$ cat src/design/rcl_pkg.sv
// Shared constants, stage map and coefficients for the RGB to CIELAB converter.
package rcl_pkg;

    localparam int FRACTION_BITS = 15;
    localparam int CH_W          = 16;
    localparam int COEF_BITS     = 20;
    localparam int F_BITS        = 16;
    localparam int ACC_W         = 38;
    localparam int T_W           = ACC_W - COEF_BITS;
    localparam int CB_BITS       = (T_W + 3 * F_BITS - FRACTION_BITS) / 3;
    localparam int N_W           = T_W + 3 * F_BITS - FRACTION_BITS;
    localparam int F_W           = CB_BITS + 1;
    localparam int MAG_W         = 27;
    localparam int Q_W           = 20;

    localparam int MAT_STAGES = 2;
    localparam int LAB_STAGES = CB_BITS + 2;
    localparam int SCL_STAGES = 3;
    localparam int ST_MAT     = 0;
    localparam int ST_LAB     = ST_MAT + MAT_STAGES;
    localparam int ST_SCL     = ST_LAB + LAB_STAGES;
    localparam int NSTAGE     = ST_SCL + SCL_STAGES;

    localparam longint unsigned WX_DEN = 64'd9504670;
    localparam longint unsigned WY_DEN = 64'd10000000;
    localparam longint unsigned WZ_DEN = 64'd10889690;

    localparam logic [COEF_BITS-1:0] C_XR =
        COEF_BITS'(((64'd4124240 << COEF_BITS) + WX_DEN / 2) / WX_DEN);
    localparam logic [COEF_BITS-1:0] C_XG =
        COEF_BITS'(((64'd3575790 << COEF_BITS) + WX_DEN / 2) / WX_DEN);
    localparam logic [COEF_BITS-1:0] C_XB =
        COEF_BITS'(((64'd1804640 << COEF_BITS) + WX_DEN / 2) / WX_DEN);
    localparam logic [COEF_BITS-1:0] C_YR =
        COEF_BITS'(((64'd2126560 << COEF_BITS) + WY_DEN / 2) / WY_DEN);
    localparam logic [COEF_BITS-1:0] C_YG =
        COEF_BITS'(((64'd7151580 << COEF_BITS) + WY_DEN / 2) / WY_DEN);
    localparam logic [COEF_BITS-1:0] C_YB =
        COEF_BITS'(((64'd721856 << COEF_BITS) + WY_DEN / 2) / WY_DEN);
    localparam logic [COEF_BITS-1:0] C_ZR =
        COEF_BITS'(((64'd193324 << COEF_BITS) + WZ_DEN / 2) / WZ_DEN);
    localparam logic [COEF_BITS-1:0] C_ZG =
        COEF_BITS'(((64'd1191930 << COEF_BITS) + WZ_DEN / 2) / WZ_DEN);
    localparam logic [COEF_BITS-1:0] C_ZB =
        COEF_BITS'(((64'd9504440 << COEF_BITS) + WZ_DEN / 2) / WZ_DEN);

    // Linear segment: f = floor(A / 1000) with A = 15574 t + 9039946.
    localparam longint unsigned LIN_MAX   = (64'd8856 << FRACTION_BITS) / 64'd1000000;
    localparam int              LIN_T_W   = 9;
    localparam int              LIN_A_W   = 24;
    localparam logic [13:0]     LIN_SLOPE = 14'd15574;
    localparam logic [LIN_A_W-1:0] LIN_OFS = 24'd9039946;
    localparam int              LIN_SH    = 34;
    localparam logic [24:0]     LIN_RCP   = 25'((64'd1 << LIN_SH) / 64'd1000 + 64'd1);

    // Output scaling: q = floor((mag + 150) / 300).
    localparam int              SCL_SH    = 36;
    localparam logic [27:0]     SCL_RCP   = 28'((64'd1 << SCL_SH) / 64'd300 + 64'd1);
    localparam logic [7:0]      SCL_HALF  = 8'd150;

endpackage

$ cat src/design/rcl_matrix.sv
// RGB to white-normalized XYZ matrix in two stages: products, then sums.
module rcl_matrix import rcl_pkg::*; (
    input  logic                  i_clk,
    input  logic [MAT_STAGES-1:0] i_en,
    input  logic [3*CH_W-1:0]     i_rgb,
    output logic [T_W-1:0]        o_tx,
    output logic [T_W-1:0]        o_ty,
    output logic [T_W-1:0]        o_tz
);

    localparam int P_W = COEF_BITS + CH_W;

    logic [COEF_BITS-1:0] w_coef [9];
    logic [P_W-1:0]       r_prod [9];
    logic [ACC_W-1:0]     w_acc  [3];
    logic [T_W-1:0]       r_t    [3];
    logic [CH_W-1:0]      w_ch   [3];

    assign w_coef = '{C_XR, C_XG, C_XB, C_YR, C_YG, C_YB, C_ZR, C_ZG, C_ZB};
    assign w_ch[0] = i_rgb[CH_W-1:0];
    assign w_ch[1] = i_rgb[2*CH_W-1:CH_W];
    assign w_ch[2] = i_rgb[3*CH_W-1:2*CH_W];

    always_ff @(posedge i_clk) begin
        if (i_en[0]) begin
            for (int k = 0; k < 9; k++) begin
                r_prod[k] <= P_W'(w_coef[k]) * P_W'(w_ch[k % 3]);
            end
        end
    end

    always_comb begin
        for (int r = 0; r < 3; r++) begin
            w_acc[r] = (ACC_W'(1) << (COEF_BITS - 1)) + ACC_W'(r_prod[3*r])
                     + ACC_W'(r_prod[3*r+1]) + ACC_W'(r_prod[3*r+2]);
        end
    end

    always_ff @(posedge i_clk) begin
        if (i_en[1]) begin
            for (int r = 0; r < 3; r++) begin
                r_t[r] <= w_acc[r][ACC_W-1:COEF_BITS];
            end
        end
    end

    assign o_tx = r_t[0];
    assign o_ty = r_t[1];
    assign o_tz = r_t[2];

endmodule

$ cat config.mk
export PLATFORM = sky130hd
export DESIGN_NAME = rcl_matrix
export DESIGN_NICKNAME = d
export VERILOG_FILES = /design/src/design/rcl_pkg.sv /design/src/design/rcl_matrix.sv
export SDC_FILE = /design/constraint.sdc
export NUM_CORES = 2
export LEC_CHECK = 0
export BUFFER_PORTS_ARGS = -buffer_cell sky130_fd_sc_hd__buf_4
export CORE_ASPECT_RATIO = 1.75
export CORE_MARGIN = 8
export CORE_UTILIZATION = 60
export DETAILED_ROUTE_END_ITERATION = 10
export PLACE_DENSITY = 0.77
export SLEW_MARGIN = 20
export SYNTH_ARGS = -nofsm -noshare
export SYNTH_HDL_FRONTEND = slang
export SYNTH_SLANG_ARGS = --single-unit
export TNS_END_PERCENT = 100
$ cat constraint.sdc
create_clock -name i_clk -period 17.2 [get_ports i_clk]
set_input_delay 5.16 -clock i_clk [delete_from_list [all_inputs] [get_ports i_clk]]
set_output_delay 5.16 -clock i_clk [all_outputs]
set_load 0.05 [all_outputs]
==> flow_summary.ini <==
[route]
wl_mm = 165
vias_per_cell = 5.83
ant_nets = 0
firstDrtPassIters = 7
drc_errors = 0
num_vias = 39200
wire_per_inst_um = 24.6
drtIter0Drc = 2187

[timing]
finalMaxSlewViolations = 0
post-route-period-util_pct = 64.0
finClkSkew_ns = 0.0315
fin_crit_ns = 11.00
setup_viol = 0
rsz0062_at_grt = false
worst_pin_slew_ns = 1.09
slew_headroom_pct = 26.6
finalHoldViolCount = 0
fmax_mhz = 90.9
fin_tns_setup_ns = 0

[global_route]
antenna_found_initial = 2
grt-ovfl-total = 0
grt_start_max_net_pins = 85
grt_pass1_vias = 43400
grt_pass1_wl_mm = 253
grt_util_all_layers_pct = 31.6

[worst_setup_path]
crit_required_ns = 17.51
worst_r2r_path_depth = 13
path_class = in2reg
r2r_slack_ns = 12.89
arrival_ns = 11.31
start_kind = primary input
crit_fanout = 13
end_kind = register

[cts]
cts-resized-gates = 0
cts_made_buffers = 35
cts_tree = done
worstSkewPairLatency_ns = 0.59
cts.sinks = 337
htree_levels = 2
cts_hold_repair.buffers = 0
clk_path_buf_depth = 3
clk_pin_slew_ns = 0.06
cts-root-buf = clkbuf_16
cts_setup_buffers = 0

[floorplanning]
core_area_um2 = 96400
boundaryPins = 105
initial_utilization_pct = 60.3
design.die.area_um2 = 107000
die_h_um = 428
die_w_um = 251
rows = 151

[synthesis]
synthFlopType = edfxtp_1
synth-warning-count = 0
yosysTopAreaCellShare_pct = 28.5
synth_area_leaders = ha_1, fa_1, edfxtp_1
async_reset_ff_share_pct = 0
post-synth-top-count-cell = ha_1
syn_area_um2 = 58100
ys_seq_area_share_pct = 17.4
syn-mean-instance-area_um2 = 10.9
yosysUniqueCellTypes = 87
synth_top_cell_by_area = ha_1
syn_inst = 5337
synth_edf_count = 337
ys_ff_latch = 337
ys_top_cells_by_count = ha_1, inv_1, fa_1

[cells_and_area]
nets = 7637
multiInputGateArea_um2 = 43300
nFillCells = 7804
regArea_um2 = 10100
drive_above_1_share_pct = 4.24
syn2layout_area_growth_pct = 5.98

[worst_hold_path]
hold_depth = 1
hold_path_class = reg2reg

[run]
drv_cap = 0

[placed_design]
gp_congestion = 1.02
place_hpwl_mm = 144
port_buffers = 101

[status]
outcome = finished, final reports clean
==> final timing paths <==
path / startpoint / endpoint
setup / recovery: i_rgb[42] / r_prod[0][322]
hold / removal: r_prod[0][323] / r_t[0][51]
hold reg to reg: r_prod[0][323] / r_t[0][51]
setup reg to reg: r_prod[0][77] / r_t[0][14]
==> metrics by stage <==
step	util [%]	hold WS (ns)	setup WS, ns	area, um^2	cells
after CTS	63.9	0.599	6.22	61500	6712
after global routing	63.9	0.618	5.79	61600	6714
after global placement	62.6	0.584	5.70	60400	6649
after detailed placement	62.6	0.582	5.63	60400	6649
final	63.9	0.599	6.20	61600	6715
after floorplan	-	0.542	6.50	58100	5339
==> registers in the layout (all words and copies together), names as in the netlist <==
name,flops
r_t,51
r_prod,286
==> final cells by class <==
class                      instances  area share (%)
clock buffer                      42            1.53
inverter                        1221            7.44
antenna                            2         0.00813
clock inverter                    21           0.386
tap                             1224            2.49
timing repair buffer             109            1.37
sequential                       337            16.4
multi-input combinational       3759            70.3
==> kinds of logic (layout without fill, tap and decap cells) <==
kind of cell,count (synthesis),in the layout,share of synthesized area [%]
multiplexers,2,2,0.0345
AO/OA/AOI/OAI,816,816,9.49
flip-flops,337,337,17.4
XOR/XNOR,301,301,4.54
adder cells (fa/ha/maj),2123,2123,56.1
buffers and inverters,1243,1393,8.05
other,1,5,0.00645
AND/OR/NAND/NOR,514,514,4.39
==> critical path: stages <==
cell	delay (ns)
buf_4	0.20
fa_1	0.91
inv_1	0.13
fa_1	0.52
inv_1	0.06
fa_1	0.46
fa_1	0.40
fa_1	0.52
inv_1	0.05
fa_1	0.47
inv_1	0.04
ha_1	0.34
a2111oi_1	0.59
a21o_1	0.22
a211oi_1	0.07
a211o_1	0.36
a21oi_2	0.23
nand4_1	0.17
a311oi_2	0.28
xnor2_1	0.09
==> cells in the final DEF, fill, tap and decap left out, types with 23 or more instances in the layout <==
master,n
xnor2_1,208
nand2b_1,28
clkbuf_16,37
nand2_1,104
o21bai_1,57
edfxtp_1,337
inv_1,1221
nor3_1,42
ha_1,1322
a21o_1,157
nand3_1,56
a211oi_1,24
o21ai_0,102
nand4_1,25
buf_4,107
nor2b_1,32
a31oi_1,23
xor2_1,93
and3_1,32
o21a_1,32
fa_1,801
nor2_1,134
a21oi_1,259
==> routing by layer <==
layer / part of all wire, % / global-route usage (%)
met2: 52 / 58.9
met4: 11 / 27.6
met3: 3.3 / 3.16
met5: 0 / 0
met1: 33 / 31.0
Power is left out: the tool's default activity adds up to more than one toggle a clock period on the data nets, which glitch-free logic cannot reach.
