**src/design/rcl_pkg.sv**
```systemverilog
// Shared constants, stage map and coefficients for the RGB to CIELAB converter.
package rcl_pkg;

    localparam int FRACTION_BITS = 15;
    localparam int CH_W          = 16;
    localparam int COEF_BITS     = 20;
    localparam int F_BITS        = 16;
    localparam int ACC_W         = 38;
    localparam int T_W           = ACC_W - COEF_BITS;
    localparam int CB_BITS       = (T_W + 3 * F_BITS - FRACTION_BITS) / 3;
    localparam int N_W           = T_W + 3 * F_BITS - FRACTION_BITS;
    localparam int F_W           = CB_BITS + 1;
    localparam int MAG_W         = 27;
    localparam int Q_W           = 20;

    localparam int MAT_STAGES = 2;
    localparam int LAB_STAGES = CB_BITS + 2;
    localparam int SCL_STAGES = 3;
    localparam int ST_MAT     = 0;
    localparam int ST_LAB     = ST_MAT + MAT_STAGES;
    localparam int ST_SCL     = ST_LAB + LAB_STAGES;
    localparam int NSTAGE     = ST_SCL + SCL_STAGES;

    localparam longint unsigned WX_DEN = 64'd9504670;
    localparam longint unsigned WY_DEN = 64'd10000000;
    localparam longint unsigned WZ_DEN = 64'd10889690;

    localparam logic [COEF_BITS-1:0] C_XR =
        COEF_BITS'(((64'd4124240 << COEF_BITS) + WX_DEN / 2) / WX_DEN);
    localparam logic [COEF_BITS-1:0] C_XG =
        COEF_BITS'(((64'd3575790 << COEF_BITS) + WX_DEN / 2) / WX_DEN);
    localparam logic [COEF_BITS-1:0] C_XB =
        COEF_BITS'(((64'd1804640 << COEF_BITS) + WX_DEN / 2) / WX_DEN);
    localparam logic [COEF_BITS-1:0] C_YR =
        COEF_BITS'(((64'd2126560 << COEF_BITS) + WY_DEN / 2) / WY_DEN);
    localparam logic [COEF_BITS-1:0] C_YG =
        COEF_BITS'(((64'd7151580 << COEF_BITS) + WY_DEN / 2) / WY_DEN);
    localparam logic [COEF_BITS-1:0] C_YB =
        COEF_BITS'(((64'd721856 << COEF_BITS) + WY_DEN / 2) / WY_DEN);
    localparam logic [COEF_BITS-1:0] C_ZR =
        COEF_BITS'(((64'd193324 << COEF_BITS) + WZ_DEN / 2) / WZ_DEN);
    localparam logic [COEF_BITS-1:0] C_ZG =
        COEF_BITS'(((64'd1191930 << COEF_BITS) + WZ_DEN / 2) / WZ_DEN);
    localparam logic [COEF_BITS-1:0] C_ZB =
        COEF_BITS'(((64'd9504440 << COEF_BITS) + WZ_DEN / 2) / WZ_DEN);

    // Linear segment: f = floor(A / 1000) with A = 15574 t + 9039946.
    localparam longint unsigned LIN_MAX   = (64'd8856 << FRACTION_BITS) / 64'd1000000;
    localparam int              LIN_T_W   = 9;
    localparam int              LIN_A_W   = 24;
    localparam logic [13:0]     LIN_SLOPE = 14'd15574;
    localparam logic [LIN_A_W-1:0] LIN_OFS = 24'd9039946;
    localparam int              LIN_SH    = 34;
    localparam logic [24:0]     LIN_RCP   = 25'((64'd1 << LIN_SH) / 64'd1000 + 64'd1);

    // Output scaling: q = floor((mag + 150) / 300).
    localparam int              SCL_SH    = 36;
    localparam logic [27:0]     SCL_RCP   = 28'((64'd1 << SCL_SH) / 64'd300 + 64'd1);
    localparam logic [7:0]      SCL_HALF  = 8'd150;

endpackage

```
**src/design/rcl_scale.sv**
```systemverilog
// Forms L, a and b, divides by 150 into Q1.15 and saturates.
module rcl_scale import rcl_pkg::*; (
    input  logic                  i_clk,
    input  logic [SCL_STAGES-1:0] i_en,
    input  logic [F_W-1:0]        i_fx,
    input  logic [F_W-1:0]        i_fy,
    input  logic [F_W-1:0]        i_fz,
    output logic [3*CH_W-1:0]     o_lab
);

    localparam int PR_W = MAG_W + 29;

    logic [MAG_W-1:0]  w_mag [3];
    logic              w_neg [3];
    logic [MAG_W-1:0]  r_mag [3];
    logic              r_neg [3];
    logic [Q_W-1:0]    r_q   [3];
    logic              r_qn  [3];
    logic [CH_W-1:0]   r_out [3];
    logic [MAG_W-1:0]  w_l;
    logic signed [F_W:0] w_da;
    logic signed [F_W:0] w_db;
    logic [F_W-1:0]    w_aa;
    logic [F_W-1:0]    w_ab;

    always_comb begin
        w_l  = MAG_W'(i_fy) * MAG_W'(116);
        w_da = $signed({1'b0, i_fx}) - $signed({1'b0, i_fy});
        w_db = $signed({1'b0, i_fy}) - $signed({1'b0, i_fz});
        w_aa = w_da[F_W] ? F_W'(-w_da) : F_W'(w_da);
        w_ab = w_db[F_W] ? F_W'(-w_db) : F_W'(w_db);
        w_neg[0] = w_l < (MAG_W'(16) << F_BITS);
        w_mag[0] = w_neg[0] ? (MAG_W'(16) << F_BITS) - w_l : w_l - (MAG_W'(16) << F_BITS);
        w_neg[1] = w_da[F_W];
        w_mag[1] = MAG_W'(w_aa) * MAG_W'(500);
        w_neg[2] = w_db[F_W];
        w_mag[2] = MAG_W'(w_ab) * MAG_W'(200);
    end

    always_ff @(posedge i_clk) begin
        for (int k = 0; k < 3; k++) begin
            if (i_en[0]) begin
                r_mag[k] <= w_mag[k];
                r_neg[k] <= w_neg[k];
            end
            if (i_en[1]) begin
                r_q[k]  <= Q_W'((PR_W'(r_mag[k] + MAG_W'(SCL_HALF)) * PR_W'(SCL_RCP))
                               >> SCL_SH);
                r_qn[k] <= r_neg[k];
            end
            if (i_en[2]) begin
                if (r_qn[k]) begin
                    r_out[k] <= (r_q[k] > Q_W'(32768)) ? 16'h8000 : CH_W'(-r_q[k]);
                end else begin
                    r_out[k] <= (r_q[k] > Q_W'(32767)) ? 16'h7FFF : CH_W'(r_q[k]);
                end
            end
        end
    end

    assign o_lab = {r_out[2], r_out[1], r_out[0]};

endmodule

```
**config.mk**
```make
export PLATFORM = sky130hd
export DESIGN_NAME = rcl_scale
export DESIGN_NICKNAME = d
export VERILOG_FILES = /design/src/design/rcl_pkg.sv /design/src/design/rcl_scale.sv
export SDC_FILE = /design/constraint.sdc
export NUM_CORES = 2
export LEC_CHECK = 0
export BUFFER_PORTS_ARGS = -buffer_cell sky130_fd_sc_hd__buf_2
export CORE_ASPECT_RATIO = 0.8
export CORE_UTILIZATION = 30
export CTS_CLUSTER_DIAMETER = 40
export DETAILED_ROUTE_END_ITERATION = 8
export GPL_TIMING_DRIVEN = 1
export PLACE_DENSITY_LB_ADDON = 0.2
export SLEW_MARGIN = 20
export SYNTH_ARGS = -nofsm -noshare
export SYNTH_HDL_FRONTEND = slang
export SYNTH_SLANG_ARGS = --single-unit
```
**constraint.sdc**
```tcl
create_clock -name i_clk -period 8.7 [get_ports i_clk]
set_input_delay 1.74 -clock i_clk [delete_from_list [all_inputs] [get_ports i_clk]]
set_output_delay 1.74 -clock i_clk [all_outputs]
set_load 0.01 [all_outputs]
```
==> impl_metrics.ini <==
[run_status]
status = complete, no violations

[cts]
numCtsBuffers = 17
clkSinkCount = 186
clk_pin_slew_ns = 0.09
htree_levels = 4
clk_latency_ns = 0.54
root_buffer = clkbuf_16
clockBufferDepth = 2
cts_tree = done

[placed_design]
dp_hpwl_mm = 127
post_dp_cell_area_um2 = 60600
portBuffers = 105
place.gp.congestion = 0.911

[synthesis]
synth_top_area_share_pct = 35.2
ys_seq_elements = 186
synth_cell_types = 82
yosysMostFrequentCell = inv_1
synthTopCellsByArea = fa_1 35%, ha_1 25%, inv_1 11%, edfxtp_1 11%, xnor2_1 3.9%
postSynthCellCount = 5278
synthTopCellsByCount = 1534 x inv_1, 1050 x ha_1, 935 x fa_1, 237 x xnor2_1, 193 x nor2_1
synth_edf_count = 186
synth_nets = 7321
synth_ff_type = edfxtp_1
synth.largest_area_cell = fa_1
synthArstFlopShare_pct = 0
yosys_warnings = 0
syn_area_per_cell_um2 = 10.1
syn_area_um2 = 53100
ys_seq_area_share_pct = 10.5

[drt]
via_count = 36600
first_pass_iters = 5
drc = 0
drtIter0Drc = 1930
wire_per_inst_um = 16.9
drt-total-wl_mm = 140
detail-route-antenna-nets = 0
vias_per_cell = 4.40

[global_routing]
track_usage_pct = 16.2
grt_pass1_wl_mm = 223
antenna_found_initial = 2
grt_max_degree = 66
gr-total-overflow = 0
grt_pass1_vias = 38100

[floorplan]
die-area_um2 = 179000
start_util_pct = 30.3
die_x_um = 473
std_cell_rows = 137
core_um2 = 175000
die_h_um = 378
io_pins = 106

[finish]
diodes = 0
nNetsFinal = 7969
post-route-util_pct = 35.5
multiInputGateArea_um2 = 42600
seq_area_um2 = 5590
stdcell_area_um2 = 62200
final_layout_size_suffix_gt1_share_pct = 14.8
n_fill_cell = 18000
synthToLayoutAreaGrowth_pct = 17.1

[sta]
fin_crit_sh_pct = 98.4
tightest_slew_ns = 1.09
min_period_ns = 8.56
final-setup-viol-count = 0
max_slew_margin_pct = 27.4
rsz0062_at_grt = yes
final_hold_viol_count = 0
drv_slew = 0
max_freq_mhz = 117
fin_skew_ns = 0.0314

[worst_setup_path]
cp-start-kind = flip-flop
crit_fanout = 4
crit_path_frequent_cell = fa_1
crit_path_end_kind = flip-flop
cp_data_required_time_ns = 8.98
critPathMaxStageDelay_ns = 0.55
path_class = reg -> reg
arrival_ns = 8.84
slowest_stage = fa_1

[min_path]
hold_path.class = reg -> reg

[job]
drv_cap = 0
## routing by layer
layer / wire [µm] / up-vias / part of all wire, % / GRT usage [%]
met5: 0 / - / 0 / 0
met4: 1000 / 0 / 0.72 / 1.89
met3: 6920 / 31 / 4.9 / 2.79
met2: 54300 / 553 / 39 / 22.1
met1: 78200 / 18100 / 56 / 26.6
li1: - / 17900 / - / -
## worst max-delay path: cells and delay by family (launching register included)
kind	cells	cell delay (ns)
adders and majority gates	9	4.09
AOI/OAI and AO/OA	7	1.41
and+or+nand+nor	8	1.22
buffers and inverters	9	0.92
DFF	1	0.46
xor gates and xnor gates	2	0.20
## registers in the layout, indices dropped and copies added (netlist names)
| register | flops |
|---|---|
| r_neg | 3 |
| r_out | 48 |
| r_q | 60 |
| r_qn | 3 |
| r_mag | 72 |
## final timing paths
kind	from	endpoint	slack (ns)	cells after the start
max	r_mag[0][59]	r_q[0][59]	0.14	35
min reg2reg	r_neg[0][0]	r_qn[0][0]	0.43	0
min	r_neg[0][0]	r_qn[0][0]	0.43	0
max reg2reg	r_mag[0][59]	r_q[0][59]	0.14	35
## cells in the final DEF, fill, tap and decap left out, drive strengths merged, types with 9 or more instances in the layout
cell type,Yosys,routed
nand2,143,143
nor2,197,197
o21ai,138,138
and2,17,17
edfxtp,186,186
a21o,68,68
nand3,53,53
a211oi,9,9
nor3,47,47
nor3b,11,11
nor2b,38,38
a211o,9,9
xnor2,238,238
or3,40,40
o21bai,20,20
a21boi,13,13
and3,30,30
o311ai,30,30
nand2b,15,15
o21a,16,16
inv,1537,1546
a31oi,22,22
buf,5,652
fa,935,935
nand4,19,19
xor2,101,101
clkinv,5,10
clkbuf,18,17
a21oi,153,153
or2,14,14
ha,1050,1050
## through the flow
stage / hold slack (ns) / TNS, ns / instances / worst slack, ns
after global routing: 0.447 / -0.748 / 8302 / -0.151
after floorplan: 0.400 / -0.0949 / 5278 / -0.0949
final: 0.430 / 0 / 8302 / 0.138
after CTS: 0.434 / 0 / 8283 / 0.000314
after detailed placement: 0.413 / -10.89 / 8247 / -0.695
after global placement: 0.412 / -10.61 / 8247 / -0.658
## final cells by class
class / instances / area share [%]
inverter: 1542 / 9.31
multi-input combinational: 3527 / 68.4
clock buffer: 17 / 0.683
sequential: 186 / 8.97
clock inverter: 15 / 0.310
timing repair buffer: 652 / 7.60
tap: 2363 / 4.75
## timing repair
action                                 in CTS  in global routing
setup buffers                               4                 19
setup endpoints to repair                  29                 46
endpoints found under the hold margin       0                  0
hold buffers                                0                  0
pin swaps                                  12                112
resized for setup                          21                174
## cell families (layout without fill, tap and decap cells)
group	count (synthesis)	count (layout)	synth area share (%)
adder cells (fa/ha/maj)	1985	1985	59.9
XOR/XNOR	339	339	5.60
flip-flops	186	186	10.5
multiplexers	7	7	0.134
AO/OA/AOI/OAI	547	547	6.73
buffers and inverters	1565	2226	11.1
AND/OR/NAND/NOR	649	649	6.00
Power is not shown: default switching activity piles up to over one toggle a cycle in this logic, so the estimate is an artifact.
