`src/design/rcl_pkg.sv`:
```
// Shared constants, stage map and coefficients for the RGB to CIELAB converter.
package rcl_pkg;

    localparam int FRACTION_BITS = 15;
    localparam int CH_W          = 16;
    localparam int COEF_BITS     = 20;
    localparam int F_BITS        = 16;
    localparam int ACC_W         = 38;
    localparam int T_W           = ACC_W - COEF_BITS;
    localparam int CB_BITS       = (T_W + 3 * F_BITS - FRACTION_BITS) / 3;
    localparam int N_W           = T_W + 3 * F_BITS - FRACTION_BITS;
    localparam int F_W           = CB_BITS + 1;
    localparam int MAG_W         = 27;
    localparam int Q_W           = 20;

    localparam int MAT_STAGES = 2;
    localparam int LAB_STAGES = CB_BITS + 2;
    localparam int SCL_STAGES = 3;
    localparam int ST_MAT     = 0;
    localparam int ST_LAB     = ST_MAT + MAT_STAGES;
    localparam int ST_SCL     = ST_LAB + LAB_STAGES;
    localparam int NSTAGE     = ST_SCL + SCL_STAGES;

    localparam longint unsigned WX_DEN = 64'd9504670;
    localparam longint unsigned WY_DEN = 64'd10000000;
    localparam longint unsigned WZ_DEN = 64'd10889690;

    localparam logic [COEF_BITS-1:0] C_XR =
        COEF_BITS'(((64'd4124240 << COEF_BITS) + WX_DEN / 2) / WX_DEN);
    localparam logic [COEF_BITS-1:0] C_XG =
        COEF_BITS'(((64'd3575790 << COEF_BITS) + WX_DEN / 2) / WX_DEN);
    localparam logic [COEF_BITS-1:0] C_XB =
        COEF_BITS'(((64'd1804640 << COEF_BITS) + WX_DEN / 2) / WX_DEN);
    localparam logic [COEF_BITS-1:0] C_YR =
        COEF_BITS'(((64'd2126560 << COEF_BITS) + WY_DEN / 2) / WY_DEN);
    localparam logic [COEF_BITS-1:0] C_YG =
        COEF_BITS'(((64'd7151580 << COEF_BITS) + WY_DEN / 2) / WY_DEN);
    localparam logic [COEF_BITS-1:0] C_YB =
        COEF_BITS'(((64'd721856 << COEF_BITS) + WY_DEN / 2) / WY_DEN);
    localparam logic [COEF_BITS-1:0] C_ZR =
        COEF_BITS'(((64'd193324 << COEF_BITS) + WZ_DEN / 2) / WZ_DEN);
    localparam logic [COEF_BITS-1:0] C_ZG =
        COEF_BITS'(((64'd1191930 << COEF_BITS) + WZ_DEN / 2) / WZ_DEN);
    localparam logic [COEF_BITS-1:0] C_ZB =
        COEF_BITS'(((64'd9504440 << COEF_BITS) + WZ_DEN / 2) / WZ_DEN);

    // Linear segment: f = floor(A / 1000) with A = 15574 t + 9039946.
    localparam longint unsigned LIN_MAX   = (64'd8856 << FRACTION_BITS) / 64'd1000000;
    localparam int              LIN_T_W   = 9;
    localparam int              LIN_A_W   = 24;
    localparam logic [13:0]     LIN_SLOPE = 14'd15574;
    localparam logic [LIN_A_W-1:0] LIN_OFS = 24'd9039946;
    localparam int              LIN_SH    = 34;
    localparam logic [24:0]     LIN_RCP   = 25'((64'd1 << LIN_SH) / 64'd1000 + 64'd1);

    // Output scaling: q = floor((mag + 150) / 300).
    localparam int              SCL_SH    = 36;
    localparam logic [27:0]     SCL_RCP   = 28'((64'd1 << SCL_SH) / 64'd300 + 64'd1);
    localparam logic [7:0]      SCL_HALF  = 8'd150;

endpackage

```
`src/design/rcl_flow.sv`:
```
// Valid bits and per-stage load enables of the conversion pipeline.
module rcl_flow import rcl_pkg::*; (
    input  logic              i_clk,
    input  logic              i_rst_n,
    input  logic              i_in_valid,
    input  logic              i_out_ready,
    output logic [NSTAGE-1:0] o_en,
    output logic              o_out_valid
);

    logic [NSTAGE-1:0] r_valid;
    logic [NSTAGE-1:0] n_valid;
    logic [NSTAGE:0]   w_go;

    always_comb begin
        w_go[NSTAGE] = i_out_ready;
        for (int k = NSTAGE - 1; k >= 0; k--) begin
            w_go[k] = !r_valid[k] || w_go[k+1];
        end
        for (int k = 0; k < NSTAGE; k++) begin
            if (w_go[k]) begin
                n_valid[k] = (k == 0) ? i_in_valid : r_valid[(k == 0) ? 0 : k - 1];
            end else begin
                n_valid[k] = r_valid[k];
            end
        end
    end

    always_ff @(posedge i_clk) begin
        if (!i_rst_n) begin
            r_valid <= '0;
        end else begin
            r_valid <= n_valid;
        end
    end

    assign o_en        = w_go[NSTAGE-1:0];
    assign o_out_valid = r_valid[NSTAGE-1];

endmodule

```
`config.mk`:
```
export PLATFORM = sky130hd
export DESIGN_NAME = rcl_flow
export DESIGN_NICKNAME = d
export VERILOG_FILES = /design/src/design/rcl_pkg.sv /design/src/design/rcl_flow.sv
export SDC_FILE = /design/constraint.sdc
export NUM_CORES = 1
export LEC_CHECK = 0
export ABC_CLOCK_PERIOD_IN_PS = 4450
export BUFFER_PORTS_ARGS = -buffer_cell sky130_fd_sc_hd__clkbuf_2
export CORE_UTILIZATION = 50
export CTS_CLUSTER_SIZE = 20
export DETAILED_ROUTE_END_ITERATION = 10
export GPL_TIMING_DRIVEN = 0
export HOLD_SLACK_MARGIN = 0.05
export PLACE_DENSITY = 0.88
export SYNTH_ARGS = -nofsm -noshare
export SYNTH_HDL_FRONTEND = slang
export SYNTH_SLANG_ARGS = --single-unit
export TNS_END_PERCENT = 30
```
`constraint.sdc`:
```
create_clock -name i_clk -period 4.45 [get_ports i_clk]
set_input_delay 0.445 -clock i_clk [delete_from_list [all_inputs] [get_ports i_clk]]
set_output_delay 0.445 -clock i_clk [all_outputs]
set_load 0.05 [all_outputs]
```
==> flow_summary.yaml, run 1 <==
clock_network:
  clock_latency_ns: 0.31
  cts_resized: 0
  cts_buffer_depth: 2
  postCtsHoldBufs: 0
  cts_tree: "done"
  cts.sinks: 24
  cts_buffers: 3
  cts-root-buf: "clkbuf_4"
  post_cts_buffers: 0
  htreeDepth: 1
  clk_pin_slew_ns: 0.13
layout:
  nFillCells: 183
  regMostFlops: "r_valid"
  insertedDiodeCount: 0
  top_regs: "r_valid: 24 flops"
  syn2layout_area_growth_pct: 20.02
  design_area_sq_mm: 0.001328
  largest_reg_flops: 24
  final_cell_mix: "clkbuf_2 (27), dfxtp_1 (24), nand2_1 (17)"
  drive_above_1_share: 0.2930
  fin_nets: 162
  final_common_cell: "clkbuf_2"
critical_path:
  slowest_delay_ns: 0.55
  critPathTopFamily: "simple AND/OR/NAND/NOR gates"
  critPathCaptureType: "output port"
  critPathLaunchType: "flop"
  path_max_fanout: 8
  worstPathRequired_ns: 4.01
  crit_type: "reg2out"
  critPathSlowestCell: "or4_4"
  critPathBufInv: 3
  cp_cell_sequence: "nand2b_4, nor2_8, inv_4, nor2_8, inv_4, or4_4, clkbuf_2"
  worst_ep_arrival_time_ns: 2.06
drt:
  drt_wl_total_um: 2337
  ant_nets: 0
  drcViolationCount: 0
  dr_total_vias: 1020
  drtIter0Drc: 23
  drt_pass1_iterations: 5
  wl_per_cell_um: 12.70
  via_per_inst: 5.543
floorplanning:
  die-height_um: 49.04
  ios: 29
  die-width_um: 49.04
  start_util: 0.5470
  floorplan.rows: 16
  dieArea_sq_mm: 0.002404
  core_sq_mm: 0.002022
synth:
  synth_top_family_by_area: "simple AND/OR/NAND/NOR gates"
  synth_compound_area_frac: 0.1618
  syn_inst: 126
  avgSynthCellArea_sq_um: 8.778
  muxShareOfSynthArea: 0
  yosysWarningCount: 0
  yosys_register_bits: 24
  synthSimpleGateAreaFrac: 0.3213
  synth_fa_ha_area_frac: 0
  synth_xor_area_frac: 0
  synth_nets: 130
  netlist_area_sq_mm: 0.001106
  synth_cell_types: 24
  ys_seq_area_frac: 0.4344
timing:
  tightestPinTransition_ns: 0.6491
  final-setup-viol-count: 0
  period_share: 0.5640
  max_slew_margin: 0.5639
  timing.hold.ws_ns: 0.3330
  tns_ns: 0
  fin_crit_ns: 2.510
  skew_ns: 0.006001
  rsz0062_at_grt: "no"
  final_hold_viol_count: 0
  slew_violations: 0
  max_freq_ghz: 0.3984
place:
  place.gp.congestion: 0.7343
  place_hpwl_um: 1708
  io_buffers: 27
  dpl_cell_area_sq_mm: 0.001275
power:
  power_density_mw_per_mm2: 288.8
  leakage_nw: 0.5084
  vdd_drop_max_v: 0.0002815
global_routing:
  grt_use_met3: 0.05296
  grt_pass1_vias: 947
  grt_pass1_wl_um: 4119
  grt_use_total: 0.2229
  antenna_found_initial: 0
  grt.busiest_layer: "met2"
  grt_start_max_net_pins: 15
  grt_util_met1: 0.2534
  gr-usage-met2: 0.3935
  grt-ovfl-total: 0
status:
  outcome: "finished clean"
job:
  drv_cap: 0
hold_path:
  hold_path.class: "in2reg"
-- cells by family (layout without fill, tap and decap cells) --
kind of cell    count (synthesis)  after routing
buf+inv                        22             53
simple gates                   56             56
flops                          24             24
compound gates                 24             24
-- cells in the mapped netlist --
cell      instances  area share
inv_4             2       0.011
buf_4             1      0.0068
a21boi_0          9       0.061
nand2b_4          1       0.012
inv_1            15       0.051
o21a_1            4       0.027
and3_1            3       0.017
nor2b_1           2       0.011
dfxtp_1          24        0.43
clkbuf_1          4       0.014
nand3_1          12       0.054
nand2_1          17       0.058
nand3_4           1       0.016
a21oi_1           1      0.0045
and4_1            2       0.016
nor3_1            3       0.014
or4_4             4       0.041
and2_1            1      0.0057
a31oi_1           1      0.0057
a21boi_2          4       0.041
nor2_1            2      0.0068
nand4_1           6       0.034
nor2_8            2       0.036
o21ai_0           5       0.023
-- worst register-to-register path, delay by kind of cell (launching register included) --
| family | cells | cell delay (ns) |
|---|---|---|
| AOI/OAI and AO/OA | 1 | 0.15 |
| buffers and inverters | 2 | 0.15 |
| DFF | 1 | 0.40 |
| and+or+nand+nor | 4 | 0.94 |
-- where the power goes --
| group | switching [mW] | leakage, nW | internal, mW |
|---|---|---|---|
| Combinational | 0.00514 | 0.287 | 0.00444 |
| Sequential | 0.00103 | 0.194 | 0.216 |
| Clock | 0.0654 | 0.0279 | 0.0911 |
| Total | 0.0716 | 0.508 | 0.312 |
-- path summary, 6_finish.rpt --
| kind | startpoint | endpoint | slack [ns] | cells after the start |
|---|---|---|---|---|
| max | r_valid[23]$_SDFFE_PN0P_ | o_en[1] | 1.94 | 7 |
| min | i_in_valid | r_valid[0]$_SDFFE_PN0P_ | 0.33 | 3 |
| max reg2reg | r_valid[23]$_SDFFE_PN0P_ | r_valid[2]$_SDFFE_PN0P_ | 2.75 | 7 |
| min reg2reg | r_valid[1]$_SDFFE_PN0P_ | r_valid[2]$_SDFFE_PN0P_ | 0.46 | 2 |
-- metrics by stage --
stage | util | total power [mW] | setup WS, ns | std cells
2_1_floorplan | - | 0.2286 | 1.829 | 126
3_3_place_gp | 0.6306 | 0.2312 | 2.106 | 180
3_5_place_dp | 0.6306 | 0.2316 | 2.075 | 180
4_1_cts | 0.6566 | 0.3838 | 1.924 | 184
5_1_grt | 0.6566 | 0.3971 | 1.779 | 184
6_report | 0.6566 | 0.3834 | 1.940 | 184
-- layout make-up --
| class | count | area (sq um) | area share |
|---|---|---|---|
| clock inverters | 1 | 30.03 | 0.02262 |
| well taps | 27 | 33.78 | 0.02545 |
| multi-input cells | 80 | 534.3 | 0.4025 |
| inverters | 17 | 68.82 | 0.05184 |
| clock buffers | 3 | 22.52 | 0.01697 |
| plain buffers | 5 | 22.52 | 0.01697 |
| repair buffers | 27 | 135.1 | 0.1018 |
| flip-flops and latches | 24 | 480.5 | 0.3619 |
-- layer usage --
metal,vias up,share of wire
met5,-,0
met4,0,0.0086
met3,4,0.060
met2,37,0.51
met1,484,0.42
li1,495,-
Note: power is estimated with default switching activity, not from simulation.
==> inputs of run 2 (changes only) <==
- ABC_AREA: unset -> 1
- ABC_CLOCK_PERIOD_IN_PS: 4450 -> 2500
- CORE_UTILIZATION: 50 -> 49
- clock period: 4.45 -> 2.5 ns (I/O delays scaled with it)
==> run 2 against run 1 <==
Compared with the run above: the run now ends with setup timing left; sequential power grew 78%; cell area grew 5.7%; worst hold slack lost 0.17 ns.
==> flow_summary.yaml, run 2 <==
status:
  outcome: "finished, violations left"
  violations: "setup timing"
drt:
  drt_wl_total_um: 2019
  ant_nets: 0
  dr_total_vias: 824
  drt_pass1_iterations: 4
  drcViolationCount: 0
  wl_per_cell_um: 11.41
  drtIter0Drc: 7
  via_per_inst: 4.655
clock_network:
  postCtsHoldBufs: 0
  cts_buffer_depth: 2
  cts.sinks: 24
  cts_tree: "done"
  htreeDepth: 1
  clk_pin_slew_ns: 0.13
  cts_buffers: 3
  clock_latency_ns: 0.31
  cts-root-buf: "clkbuf_4"
global_routing:
  grt_use_total: 0.2045
  grt_pass1_wl_um: 3139
  gr-usage-met2: 0.4111
  grt_util_met1: 0.2156
  antenna_found_initial: 0
  grt-ovfl-total: 0
  grt_start_max_net_pins: 14
  grt_pass1_vias: 791
  grt_use_met3: 0.03462
  grt.busiest_layer: "met2"
layout:
  largest_reg_flops: 24
  drive_above_1_share: 0.4276
  regMostFlops: "r_valid"
  fin_nets: 157
  syn2layout_area_growth_pct: 41.31
  nFillCells: 126
  multiInputGateArea_sq_um: 407.9
  insertedDiodeCount: 0
  register_area_sq_um: 486.7
  final_common_cell: "inv_1"
  finish.utilization: 0.7711
  final_cell_mix: "inv_1 (27), dfxtp_1 (21), clkbuf_2 (20)"
  top_regs: "r_valid: 24 flops"
critical_path:
  cp_common_cell: "nand4_4"
  critPathSlowestCell: "dfxtp_2"
  cp_num_cells: 12
  critPathLaunchType: "flop"
  worstPathRequired_ns: 2.25
  rrSetupSlack_ns: 0.32
  crit_type: "reg2out"
  slowest_delay_ns: 0.38
  r2r_cells: 13
  cp_cell_sequence: "nand4_4, nor3_4, nand4_4, nor2_4, nand4_4, nor2_4, nand4_4, nor2_4, nand4_4, nor2_8, nand4_4, clkbuf_16"
  worst_ep_arrival_time_ns: 2.37
  critPathTopFamily: "simple AND/OR/NAND/NOR gates"
  critPathBufInv: 1
  path_max_fanout: 5
  critPathCaptureType: "output port"
synth:
  synth_fa_ha_area_frac: 0
  synth_common_cells: "inv_1 (28), dfxtp_1 (24), a21oi_1 (17)"
  synth-main-ff-cell: "dfxtp_1"
  synth_compound_area_frac: 0.1108
  netlist_area_sq_um: 993.5
  yosys.area.top_type: "dfxtp_1"
  yosys_register_bits: 24
  synth_top_family_by_area: "simple AND/OR/NAND/NOR gates"
  synthSimpleGateAreaFrac: 0.2922
  muxShareOfSynthArea: 0
  synth_xor_area_frac: 0
  syn_inst: 106
  synth_cell_types: 15
  synthArstFlopShare: 0
  yosysMostFrequentCell: "inv_1"
  synth_nets: 110
  synth_area_leaders: "dfxtp_1 (48%), nand4_4 (13%), inv_1 (11%)"
  ys_seq_area_frac: 0.4836
  synth_edf_count: 0
  yosysWarningCount: 0
  avgSynthCellArea_sq_um: 9.372
  synth_top_area_share: 0.4836
place:
  io_buffers: 28
  place.gp.congestion: 0.6445
  place_hpwl_um: 1382
  post-place-ws_ns: -0.1849
floorplanning:
  die-height_um: 47.03
  core_sq_mm: 0.001821
  die-width_um: 47.03
  floorplan.rows: 15
  start_util: 0.5457
  dieArea_sq_mm: 0.002211
  ios: 29
timing:
  slew_violations: 0
  max_slew_margin: 0.6726
  final-setup-viol-count: 4
  skew_ns: 0.007522
  fin_crit_ns: 2.622
  timing.hold.ws_ns: 0.1633
  period_share: 1.049
  tightestPinTransition_ns: 0.4911
  final_hold_viol_count: 0
  fin_ws_ns: -0.1222
  rsz0062_at_grt: "yes"
  max_freq_ghz: 0.3814
power:
  seqPwrFrac: 0.643
  comb_power_share: 0.024
  clock_power_share: 0.333
  p_sw_frac: 0.2084
  vdd_drop_max_v: 0.0003906
  switchingPower_mw: 0.1256
  leakage_nw: 0.6316
  cellInternalPower_mw: 0.4770
  power_density_mw_per_mm2: 429.3
job:
  drv_cap: 0
hold_path:
  hold_path.class: "in2reg"
  hold_depth: 2
run 2: worst paths after layout:
check | end | start
setup / recovery | o_en[0] | r_valid[22]$_SDFFE_PN0P_
setup reg to reg | r_valid[0]$_SDFFE_PN0P_ | r_valid[22]$_SDFFE_PN0P_
hold / removal | r_valid[18]$_SDFFE_PN0P_ | i_rst_n
hold reg to reg | r_valid[22]$_SDFFE_PN0P_ | r_valid[21]$_SDFFE_PN0P_
run 2: logic make-up after synthesis:
| logic type | count (synthesis) |
|---|---|
| compound gates | 20 |
| buf+inv | 30 |
| flops | 24 |
| simple gates | 32 |
run 2: area by class of cell:
cell class	instances	area share
Buffer	2	0.005348
Clock buffer	4	0.02585
Inverter	28	0.07754
Multi-Input combinational cell	52	0.2906
Sequential cell	24	0.3467
Tap cell	25	0.02228
Timing Repair Buffer	42	0.2317
run 2: stage by stage:
| stage | setup TNS [ns] | power (mW) | cells | instance area (sq um) |
|---|---|---|---|---|
| finish | -0.3375 | 0.6027 | 177 | 1404 |
| global route | -1.305 | 0.6230 | 177 | 1404 |
| CTS | -1.040 | 0.6089 | 174 | 1376 |
| detailed placement | -0.5936 | 0.4107 | 159 | 1180 |
| global placement | -0.2051 | 0.4097 | 159 | 1180 |
| floorplan | -11.25 | 0.4050 | 106 | 1008 |
run 2: layer usage:
metal  part of all wire  vias up  routed length [um]
met3              0.029        2                  58
met2               0.55       21                1101
li1                   -      422                   -
met4             0.0040        0                   8
met5                  0        -                   0
met1               0.42      379                 851
run 2: power groups by stage:
stage	clock, mW	combinational (mW)	sequential [mW]
after floorplan	0	0.00960	0.395
after global placement	0	0.0141	0.396
after detailed placement	0	0.0147	0.396
after CTS	0.207	0.0147	0.387
after global routing	0.218	0.0169	0.388
final	0.201	0.0146	0.387
run 2: timing repair:
action,in CTS,in global routing
pin swaps,7,7
buffers inserted,11,3
endpoints found under the setup margin,8,8
gates resized for setup,18,5
gates cloned,0,0
